$ cat config.mk
export PLATFORM = sky130hd
export DESIGN_NAME = magnetometer_sample_conditioner_unit
export DESIGN_NICKNAME = d
export VERILOG_FILES = /design/src/hdl/msc_pkg.sv /design/src/hdl/msc_front.sv /design/src/hdl/msc_queue.sv /design/src/hdl/msc_back.sv /design/src/hdl/magnetometer_sample_conditioner_unit.sv
export SDC_FILE = /design/constraint.sdc
export NUM_CORES = 2
export LEC_CHECK = 0
export BUFFER_PORTS_ARGS = -buffer_cell sky130_fd_sc_hd__buf_4
export CORE_ASPECT_RATIO = 1.75
export CORE_MARGIN = 2
export CORE_UTILIZATION = 60
export CTS_BUF_LIST = sky130_fd_sc_hd__clkbuf_8
export DETAILED_ROUTE_END_ITERATION = 7
export PLACE_DENSITY_LB_ADDON = 0.3
export SKIP_CTS_REPAIR_TIMING = 1
export SLEW_MARGIN = 0
export SYNTH_ARGS = -nofsm -noshare
export SYNTH_HDL_FRONTEND = slang
export SYNTH_SLANG_ARGS = --single-unit
$ cat constraint.sdc
create_clock -name clk -period 10.9 [get_ports clk]
set_clock_uncertainty 0.15 [all_clocks]
set_input_delay 2.18 -clock clk [delete_from_list [all_inputs] [get_ports clk]]
set_output_delay 2.18 -clock clk [all_outputs]
set_load 0.01 [all_outputs]
$ cat src/hdl/msc_pkg.sv
// Shared constants, types and helpers for the magnetometer sample conditioner.
package msc_pkg;

    localparam int MAX_STEPS_DEF       = 10;
    localparam int SCALE_FRAC_BITS_DEF = 14;

    localparam int RAW_W   = 16;
    localparam int OUT_W   = 19;
    localparam int OFF_W   = 17;
    localparam int SCALE_W = 16;
    localparam int CFG_IDX_W  = 3;
    localparam int CFG_DATA_W = 17;
    localparam int TOT_W   = 23;
    localparam int QUEUE_DEPTH = 2;
    localparam int SCALE_RESET = 16384;

    localparam logic signed [OUT_W-1:0] OUT_MAX = 19'sd262143;
    localparam logic signed [OUT_W-1:0] OUT_MIN = -19'sd262144;

    typedef enum logic [CFG_IDX_W-1:0] {
        REG_AXIS_MAP    = 3'd0,
        REG_SMOOTH_CTRL = 3'd1,
        REG_OFFSET_X    = 3'd2,
        REG_OFFSET_Y    = 3'd3,
        REG_OFFSET_Z    = 3'd4,
        REG_SCALE_X     = 3'd5,
        REG_SCALE_Y     = 3'd6,
        REG_SCALE_Z     = 3'd7
    } reg_index_t;

    // One calibrated vector travelling from the front end to the back end.
    typedef struct packed {
        logic signed [OUT_W-1:0] cal_x;
        logic signed [OUT_W-1:0] cal_y;
        logic signed [OUT_W-1:0] cal_z;
    } cal_vec_t;

    // Smoothing controls decoded from smooth_ctrl.
    typedef struct packed {
        logic       enable;
        logic       trimmed;
        logic [3:0] steps;
    } smooth_cfg_t;

    function automatic logic signed [OUT_W-1:0] sat_out(input logic signed [47:0] v);
        logic signed [OUT_W-1:0] r;
        begin
            if (v > 48'(OUT_MAX))
                r = OUT_MAX;
            else if (v < 48'(OUT_MIN))
                r = OUT_MIN;
            else
                r = v[OUT_W-1:0];
            return r;
        end
    endfunction

endpackage

$ cat src/hdl/msc_front.sv
// Front end: axis remap, hard-iron offset, soft-iron scale, one axis per cycle.
module msc_front
    import msc_pkg::*;
#(
    parameter int SCALE_FRAC_BITS = SCALE_FRAC_BITS_DEF
)
(
    input  logic                      clk,
    input  logic                      rst_n,
    input  logic                      in_valid,
    output logic                      in_ready,
    input  logic signed [RAW_W-1:0]   raw_x,
    input  logic signed [RAW_W-1:0]   raw_y,
    input  logic signed [RAW_W-1:0]   raw_z,
    input  logic [8:0]                axis_map,
    input  logic signed [OFF_W-1:0]   offset [3],
    input  logic [SCALE_W-1:0]        scale [3],
    output logic                      q_valid,
    input  logic                      q_ready,
    output cal_vec_t                  q_data
);

    typedef enum logic [1:0] { ST_IDLE, ST_MUL, ST_PUSH } state_t;

    state_t                  state_reg;
    logic [1:0]              axis_reg;
    logic signed [RAW_W-1:0] raw_reg [3];
    logic signed [OUT_W-1:0] cal_reg [3];
    logic signed [47:0]      prod_reg;
    logic                    prod_ok_reg;

    logic [1:0]              src;
    logic signed [RAW_W+1:0] m;
    logic signed [RAW_W+2:0] diff;
    logic signed [47:0]      prod;
    logic signed [47:0]      quot;
    logic [1:0]              paxis;

    assign in_ready = (state_reg == ST_IDLE);
    assign q_valid  = (state_reg == ST_PUSH);
    assign q_data   = '{cal_x: cal_reg[0], cal_y: cal_reg[1], cal_z: cal_reg[2]};

    always_comb
    begin
        src = axis_map[2*axis_reg +: 2];
        m   = (src == 2'd3) ? '0 : (RAW_W+2)'(raw_reg[src]);
        if (axis_map[6 + axis_reg])
            m = -m;
        diff = ((RAW_W+3)'(m) <<< 1) - (RAW_W+3)'(offset[axis_reg]);
        prod = 48'(diff) * $signed({1'b0, scale[axis_reg]});
        // truncate toward zero
        quot = (prod_reg < 0) ? -((-prod_reg) >>> (SCALE_FRAC_BITS + 1))
                              : (prod_reg >>> (SCALE_FRAC_BITS + 1));
        paxis = axis_reg - 2'd1;
    end

    always_ff @(posedge clk or negedge rst_n)
    begin
        if (!rst_n)
        begin
            state_reg   <= ST_IDLE;
            axis_reg    <= '0;
            prod_ok_reg <= 1'b0;
        end
        else
        begin
            unique case (state_reg)
                ST_IDLE:
                begin
                    if (in_valid)
                    begin
                        raw_reg[0]  <= raw_x;
                        raw_reg[1]  <= raw_y;
                        raw_reg[2]  <= raw_z;
                        axis_reg    <= '0;
                        prod_ok_reg <= 1'b0;
                        state_reg   <= ST_MUL;
                    end
                end
                ST_MUL:
                begin
                    if (prod_ok_reg)
                        cal_reg[paxis] <= sat_out(quot);
                    if (axis_reg == 2'd3)
                    begin
                        state_reg <= ST_PUSH;
                    end
                    else
                    begin
                        prod_reg    <= prod;
                        prod_ok_reg <= 1'b1;
                    end
                    axis_reg <= axis_reg + 2'd1;
                end
                ST_PUSH:
                begin
                    if (q_ready)
                        state_reg <= ST_IDLE;
                end
                default: state_reg <= ST_IDLE;
            endcase
        end
    end

endmodule

$ cat src/hdl/msc_queue.sv
// Short FIFO between the front and back ends.
module msc_queue
    import msc_pkg::*;
(
    input  logic     clk,
    input  logic     rst_n,
    input  logic     wr_valid,
    output logic     wr_ready,
    input  cal_vec_t wr_data,
    output logic     rd_valid,
    input  logic     rd_ready,
    output cal_vec_t rd_data
);

    cal_vec_t   mem_reg [QUEUE_DEPTH];
    logic       wp_reg, rp_reg;
    logic [1:0] cnt_reg;
    logic       push, pop;

    assign wr_ready = (cnt_reg != 2'(QUEUE_DEPTH));
    assign rd_valid = (cnt_reg != 2'd0);
    assign rd_data  = mem_reg[rp_reg];
    assign push = wr_valid && wr_ready;
    assign pop  = rd_valid && rd_ready;

    always_ff @(posedge clk or negedge rst_n)
    begin
        if (!rst_n)
        begin
            wp_reg  <= 1'b0;
            rp_reg  <= 1'b0;
            cnt_reg <= '0;
        end
        else
        begin
            if (push)
            begin
                mem_reg[wp_reg] <= wr_data;
                wp_reg <= ~wp_reg;
            end
            if (pop)
                rp_reg <= ~rp_reg;
            cnt_reg <= cnt_reg + 2'(push) - 2'(pop);
        end
    end

endmodule

$ cat src/hdl/msc_back.sv
// Back end: smoothing ring, running totals, plain or trimmed mean and serial divider.
module msc_back
    import msc_pkg::*;
#(
    parameter int MAX_STEPS = MAX_STEPS_DEF
)
(
    input  logic                    clk,
    input  logic                    rst_n,
    input  logic                    q_valid,
    output logic                    q_ready,
    input  cal_vec_t                q_data,
    input  smooth_cfg_t             scfg,
    output logic                    out_valid,
    input  logic                    out_ready,
    output logic signed [OUT_W-1:0] field_x,
    output logic signed [OUT_W-1:0] field_y,
    output logic signed [OUT_W-1:0] field_z
);

    localparam int IW = $clog2(MAX_STEPS);
    localparam int DW = TOT_W + 1;

    typedef enum logic [2:0] { ST_IDLE, ST_UPD, ST_SCAN, ST_DIV, ST_OUT } state_t;

    state_t                  state_reg;
    logic signed [OUT_W-1:0] ring_reg [MAX_STEPS][3];
    logic signed [TOT_W-1:0] tot_reg [3];
    logic [3:0]              slot_reg;
    logic signed [OUT_W-1:0] cal_reg [3];
    logic signed [OUT_W-1:0] res_reg [3];
    logic [1:0]              axis_reg;
    logic [3:0]              j_reg;
    logic signed [OUT_W-1:0] hi_reg, lo_reg;
    logic [DW-1:0]           rem_reg, quo_reg;
    logic [4:0]              bit_reg;
    logic                    neg_reg;
    logic [3:0]              div_reg;

    logic [3:0]              steps;
    logic                    trim;
    logic [IW-1:0]           slot_idx, j_idx;
    logic signed [OUT_W-1:0] ent;
    logic signed [TOT_W+1:0] sum;
    logic [DW-1:0]           rem_sh;
    logic signed [47:0]      qs;

    always_comb
    begin
        steps = scfg.steps;
        if (steps < 4'd2)
            steps = 4'd2;
        if (32'(steps) > MAX_STEPS)
            steps = 4'(MAX_STEPS);
        trim     = scfg.trimmed && (steps >= 4'd3);
        slot_idx = slot_reg[IW-1:0];
        j_idx    = j_reg[IW-1:0];
        ent      = ring_reg[j_idx][axis_reg];
        sum      = (TOT_W+2)'(tot_reg[axis_reg]) - (TOT_W+2)'(hi_reg) - (TOT_W+2)'(lo_reg);
        rem_sh   = {rem_reg[DW-2:0], quo_reg[DW-1]};
        qs       = neg_reg ? -48'(quo_reg) : 48'(quo_reg);
    end

    assign q_ready   = (state_reg == ST_IDLE);
    assign out_valid = (state_reg == ST_OUT);
    assign field_x   = res_reg[0];
    assign field_y   = res_reg[1];
    assign field_z   = res_reg[2];

    always_ff @(posedge clk or negedge rst_n)
    begin
        if (!rst_n)
        begin
            state_reg <= ST_IDLE;
            slot_reg  <= '0;
            for (int i = 0; i < MAX_STEPS; i++)
                for (int a = 0; a < 3; a++)
                    ring_reg[i][a] <= '0;
            for (int a = 0; a < 3; a++)
                tot_reg[a] <= '0;
            axis_reg <= '0;
            j_reg    <= '0;
        end
        else
        begin
            unique case (state_reg)
                ST_IDLE:
                begin
                    if (q_valid)
                    begin
                        cal_reg[0] <= q_data.cal_x;
                        cal_reg[1] <= q_data.cal_y;
                        cal_reg[2] <= q_data.cal_z;
                        res_reg[0] <= q_data.cal_x;
                        res_reg[1] <= q_data.cal_y;
                        res_reg[2] <= q_data.cal_z;
                        if (scfg.enable)
                        begin
                            if (slot_reg > steps - 4'd1)
                                slot_reg <= '0;
                            state_reg <= ST_UPD;
                        end
                        else
                            state_reg <= ST_OUT;
                    end
                end
                ST_UPD:
                begin
                    for (int a = 0; a < 3; a++)
                    begin
                        ring_reg[slot_idx][a] <= cal_reg[a];
                        tot_reg[a] <= tot_reg[a] - TOT_W'(ring_reg[slot_idx][a])
                                      + TOT_W'(cal_reg[a]);
                    end
                    slot_reg <= slot_reg + 4'd1;
                    axis_reg <= '0;
                    j_reg    <= '0;
                    hi_reg   <= '0;
                    lo_reg   <= '0;
                    state_reg <= trim ? ST_SCAN : ST_DIV;
                    bit_reg   <= '1;
                end
                ST_SCAN:
                begin
                    if (j_reg == 4'd0)
                    begin
                        hi_reg <= ent;
                        lo_reg <= ent;
                    end
                    else
                    begin
                        if (ent > hi_reg)
                            hi_reg <= ent;
                        if (ent < lo_reg)
                            lo_reg <= ent;
                    end
                    if (j_reg == steps - 4'd1)
                    begin
                        bit_reg   <= '1;
                        state_reg <= ST_DIV;
                    end
                    j_reg <= j_reg + 4'd1;
                end
                ST_DIV:
                begin
                    if (bit_reg == '1)
                    begin
                        // load magnitude, restoring division one bit a cycle
                        neg_reg <= sum < 0;
                        quo_reg <= (sum < 0) ? DW'(-sum) : DW'(sum);
                        rem_reg <= '0;
                        div_reg <= trim ? steps - 4'd2 : steps;
                        bit_reg <= 5'(DW - 1);
                    end
                    else if (bit_reg == 5'd30)
                    begin
                        res_reg[axis_reg] <= sat_out(qs);
                        hi_reg <= '0;
                        lo_reg <= '0;
                        j_reg  <= '0;
                        bit_reg <= '1;
                        if (axis_reg == 2'd2)
                            state_reg <= ST_OUT;
                        else
                        begin
                            axis_reg  <= axis_reg + 2'd1;
                            state_reg <= trim ? ST_SCAN : ST_DIV;
                        end
                    end
                    else
                    begin
                        if (rem_sh >= DW'(div_reg))
                        begin
                            rem_reg <= rem_sh - DW'(div_reg);
                            quo_reg <= {quo_reg[DW-2:0], 1'b1};
                        end
                        else
                        begin
                            rem_reg <= rem_sh;
                            quo_reg <= {quo_reg[DW-2:0], 1'b0};
                        end
                        if (bit_reg == 5'd0)
                            bit_reg <= 5'd30;
                        else
                            bit_reg <= bit_reg - 5'd1;
                    end
                end
                ST_OUT:
                begin
                    if (out_ready)
                        state_reg <= ST_IDLE;
                end
                default: state_reg <= ST_IDLE;
            endcase
        end
    end

endmodule

$ cat src/hdl/magnetometer_sample_conditioner_unit.sv
// Top level of the magnetometer sample conditioner.
// Usage:
//   Input channel in_valid/in_ready carries raw_x/y/z (chip axes). Output
//   channel out_valid/out_ready carries field_x/y/z (board axes). Registers
//   are written over cfg_valid/cfg_ready with cfg_index and cfg_data; the
//   user must write them only while the block is idle, which the block itself
//   does not enforce, and cfg_ready is always high.
//   The front end remaps, offsets and scales one axis per cycle on a shared
//   multiplier and takes a new input only after it has pushed the last one
//   to the queue. A two-entry queue decouples it from the back end, which
//   updates the ring, walks up to MAX_STEPS slots per axis for the trimmed
//   mean and runs a restoring divider one quotient bit per cycle. With
//   smoothing off the back end passes the calibrated vector straight to the
//   outputs; with smoothing on its time is set by the serial divider and,
//   for the trimmed mean, the min/max walk.
//   Reset restores register defaults and clears ring, totals and slot at
//   once. When the receiver stalls the result holds on the outputs; the
//   front end keeps accepting until the queue is full.
module magnetometer_sample_conditioner_unit
    import msc_pkg::*;
#(
    parameter int MAX_STEPS       = MAX_STEPS_DEF,
    parameter int SCALE_FRAC_BITS = SCALE_FRAC_BITS_DEF
)
(
    input  logic                    clk,
    input  logic                    rst_n,
    input  logic                    in_valid,
    output logic                    in_ready,
    input  logic signed [RAW_W-1:0] raw_x,
    input  logic signed [RAW_W-1:0] raw_y,
    input  logic signed [RAW_W-1:0] raw_z,
    output logic                    out_valid,
    input  logic                    out_ready,
    output logic signed [OUT_W-1:0] field_x,
    output logic signed [OUT_W-1:0] field_y,
    output logic signed [OUT_W-1:0] field_z,
    input  logic                    cfg_valid,
    output logic                    cfg_ready,
    input  logic [CFG_IDX_W-1:0]    cfg_index,
    input  logic [CFG_DATA_W-1:0]   cfg_data
);

    logic [8:0]              axis_map_reg;
    logic [5:0]              smooth_reg;
    logic signed [OFF_W-1:0] offset_reg [3];
    logic [SCALE_W-1:0]      scale_reg [3];
    smooth_cfg_t             scfg;

    logic     fq_valid, fq_ready, bq_valid, bq_ready;
    cal_vec_t fq_data, bq_data;

    assign cfg_ready = 1'b1;
    assign scfg = '{enable: smooth_reg[0], trimmed: smooth_reg[1], steps: smooth_reg[5:2]};

    always_ff @(posedge clk or negedge rst_n)
    begin
        if (!rst_n)
        begin
            axis_map_reg <= 9'd36;
            smooth_reg   <= 6'd8;
            for (int a = 0; a < 3; a++)
            begin
                offset_reg[a] <= '0;
                scale_reg[a]  <= SCALE_W'(SCALE_RESET);
            end
        end
        else if (cfg_valid)
        begin
            unique case (reg_index_t'(cfg_index))
                REG_AXIS_MAP:    axis_map_reg  <= cfg_data[8:0];
                REG_SMOOTH_CTRL: smooth_reg    <= cfg_data[5:0];
                REG_OFFSET_X:    offset_reg[0] <= cfg_data;
                REG_OFFSET_Y:    offset_reg[1] <= cfg_data;
                REG_OFFSET_Z:    offset_reg[2] <= cfg_data;
                REG_SCALE_X:     scale_reg[0]  <= cfg_data[15:0];
                REG_SCALE_Y:     scale_reg[1]  <= cfg_data[15:0];
                REG_SCALE_Z:     scale_reg[2]  <= cfg_data[15:0];
                default:         ;
            endcase
        end
    end

    msc_front #(.SCALE_FRAC_BITS(SCALE_FRAC_BITS)) u_front (
        .clk(clk), .rst_n(rst_n),
        .in_valid(in_valid), .in_ready(in_ready),
        .raw_x(raw_x), .raw_y(raw_y), .raw_z(raw_z),
        .axis_map(axis_map_reg), .offset(offset_reg), .scale(scale_reg),
        .q_valid(fq_valid), .q_ready(fq_ready), .q_data(fq_data)
    );

    msc_queue u_queue (
        .clk(clk), .rst_n(rst_n),
        .wr_valid(fq_valid), .wr_ready(fq_ready), .wr_data(fq_data),
        .rd_valid(bq_valid), .rd_ready(bq_ready), .rd_data(bq_data)
    );

    msc_back #(.MAX_STEPS(MAX_STEPS)) u_back (
        .clk(clk), .rst_n(rst_n),
        .q_valid(bq_valid), .q_ready(bq_ready), .q_data(bq_data),
        .scfg(scfg),
        .out_valid(out_valid), .out_ready(out_ready),
        .field_x(field_x), .field_y(field_y), .field_z(field_z)
    );

endmodule
==> impl_results.md <==
* Pre-CTS setup slack at -0.181 ns
* Layout cells sized above 1 at 14.7%
* Fill cells at a little under 10000
* Actual slew at the worst max-slew pin at ~1.4 ns
* CTS buffer count at ~180
* Synthesis-stage register bit count at ~1200
* Multi-input logic area at around 40000 µm²
* Number of I/O port buffers at between 100 and 150
* Data arrival time of the worst path at 11.01 ns
* CP Data Required Time at 11.43 ns
* Global-route wire length before repair at 349000 µm
* Final Hold Vio Count at 0
* Die W at ~280 µm
* Final setup vio count at 0
* Via count at approximately 57000
* Rows at roughly 170
* Placer Congestion at approximately 1.0
* Initial Util at roughly 60%
* GRT Total Usage at between 30% and 40%
* Yosys warns at 0
* Initial DRC Count at between 4000 and 5000
* Largest fanout on the critical path at 14
* Num ports at roughly 130
* Top FF cell, synth: dfrtp_1
* Synthesized area per cell at approximately 11 µm²
* WP buf/inv at 5
* Reg clk slew, reported paths at around 0.07 ns
* Die area at 132000 µm²
* Fin crit share at approximately 96%
* EDFF count, synth at around 460
* ANT nets after route at 0
* DRC Markers at 0
* Status: completed
* CP endpoint kind: flop
* F_max at between 0.09 and 0.1 GHz
* GR Overflow Total at 0
* DPL Wire Length at 166000 µm
* Mapped Cells at 7200
* Initial antenna violation count at 8
* Nets at ~8000
* Max_cap viols at 0
* Largest net degree at the start of global routing at 177
* Number of global-route vias before repair at 60048
* Initial DRT Pass Iterations at 8
* CTS max path bufs at 3
* HP Class: flop to flop
* Core Footprint at approximately 130000 µm²
* Area grow syn2layout at 8.54%
* Final worst setup slack at approximately 0.42 ns
* Root Driver: clkbuf_8
* Final core utilization at about two thirds
* Register area at about 33000 µm²
* CP Launch Type: flop
* Most frequent cells in the layout: nand2_1, inv_1, o21ai_0, dfrtp_1, edfxtp_1
* CTS H-tree lvls at 4
* Syn Std Cell Area at 77200 µm²
* Fin. max-slew vios at 0
* Register area share after synthesis at 43.2%
* Drt wl/cell at 25.3 µm
* FFs w/ async S/R, synth at 62.6%
* Period minus WS final at around 10 ns
* Slowest cell on the critical path: mux4_2
* CTS tree: built
* Critical path class: flop to flop
* Delay-heaviest family, CP: adder cells
* Net Count, Synth at a little under 8000
* Largest register FFs at 570
* Slew headroom at under 10%
* Routed wire length at ~230000 µm
* Commonest non-fill, non-tap cell in the layout: nand2_1
* Yosys cell types at 90
* Vias/cell at about 6.2
* Die Span Y at around 480 µm
* CTS sink cnt at 1239
* Worst skew pair latency at 0.95 ns
* Largest stage delay on the critical path at 0.60 ns
-- through the flow --
step / setup TNS, ns / std cells / hold slack, ns / instance area, µm²
floorplan: 0 / 7200 / 0.271 / 77200
finish: 0 / 9048 / 0.279 / 83700
global placement: -0.0133 / 8726 / 0.272 / 80000
detailed placement: -0.341 / 8726 / 0.282 / 80000
global route: -0.0276 / 9045 / 0.295 / 83700
CTS: -0.420 / 9039 / 0.281 / 83500
-- kinds of logic (layout without fill, tap and decap cells) --
group                    Yosys count  in the layout  synth area share [%]
other                              1              6               0.00486
AO/OA/AOI/OAI                   1497           1497                  11.0
AND/OR/NAND/NOR                 1682           1682                  9.28
buffers and inverters           1185           1356                  5.85
flip-flops                      1239           1239                  43.2
XOR/XNOR                         263            263                  3.01
adder cells (fa/ha/maj)          664            664                  14.6
multiplexers                     669            669                  13.0
-- cell usage after synthesis, types with 11 or more instances --
cell type,instances,area [µm²]
nand4_1,24,150
buf_2,15,75.1
mux2i_1,242,2420
nand2_1,1036,3890
o41ai_1,12,105
mux2_2,178,2000
o21bai_1,12,90.1
buf_1,61,229
edfxtp_1,464,13900
o211ai_1,13,97.6
mux4_2,249,5610
nand3_1,36,180
xor2_1,105,920
a21o_1,66,495
nor2_1,315,1180
fa_1,393,7870
a21oi_1,267,1340
o2bb2ai_1,14,123
clkbuf_1,358,1340
nand2b_1,40,250
o31ai_1,35,263
dfrtp_1,769,19200
and3_1,20,125
o21a_1,13,97.6
inv_1,740,2780
or2_2,12,75.1
nor4_1,11,68.8
and2_1,22,138
a31oi_1,74,463
xnor2_1,155,1360
nor3_1,45,225
o22ai_1,106,663
a211oi_1,12,90.1
o21ai_0,784,3920
nor2b_1,47,294
ha_1,271,3390
a22oi_1,20,150
or3_1,31,194
-- worst paths after layout --
| path | from | end | slack (ns) | cells past startpoint |
|---|---|---|---|---|
| max | u_front.axis_reg[0] | u_front.prod_reg[46] | 0.42 | 37 |
| min | u_front.cal_reg[1][2] | u_queue.mem_reg[1][21] | 0.28 | 0 |
| max reg2reg | u_front.axis_reg[0] | u_front.prod_reg[46] | 0.42 | 37 |
| min reg2reg | u_front.cal_reg[1][2] | u_queue.mem_reg[1][21] | 0.28 | 0 |
| max in group asynchronous | rst_n | u_back.ring_reg[525] | 6.34 | 4 |
| min in group asynchronous | rst_n | offset_reg[40] | 1.02 | 1 |
-- per-layer routing --
metal | track usage [%] | wire length (µm) | vias to the layer above
li1 | - | - | 24854
met1 | 37.5 | 74900 | 28110
met2 | 60.9 | 116000 | 2524
met3 | 6.69 | 15000 | 1043
met4 | 31.2 | 23700 | 6
met5 | 0 | 34 | -
-- worst reg2reg max path: cells and delay by family (launching register included) --
kind | cells | cell delay (ns)
fa+ha+maj | 8 | 3.87
compound gates | 14 | 2.89
simple gates | 5 | 0.99
mux | 2 | 0.78
buf+inv | 5 | 0.57
xor+xnor | 3 | 0.57
flops | 1 | 0.40
-- cell type report --
type | count | area share (%)
inverters | 743 | 3.33
multi-input cells | 4776 | 47.3
clock inverters | 109 | 0.852
diodes | 5 | 0.0149
flip-flops and latches | 1239 | 39.8
well taps | 1672 | 2.50
repair buffers | 300 | 2.78
clock buffers | 204 | 3.35
Power is left out: the tool's default activity adds up to more than one toggle a clock period on the data nets, which glitch-free logic cannot reach.
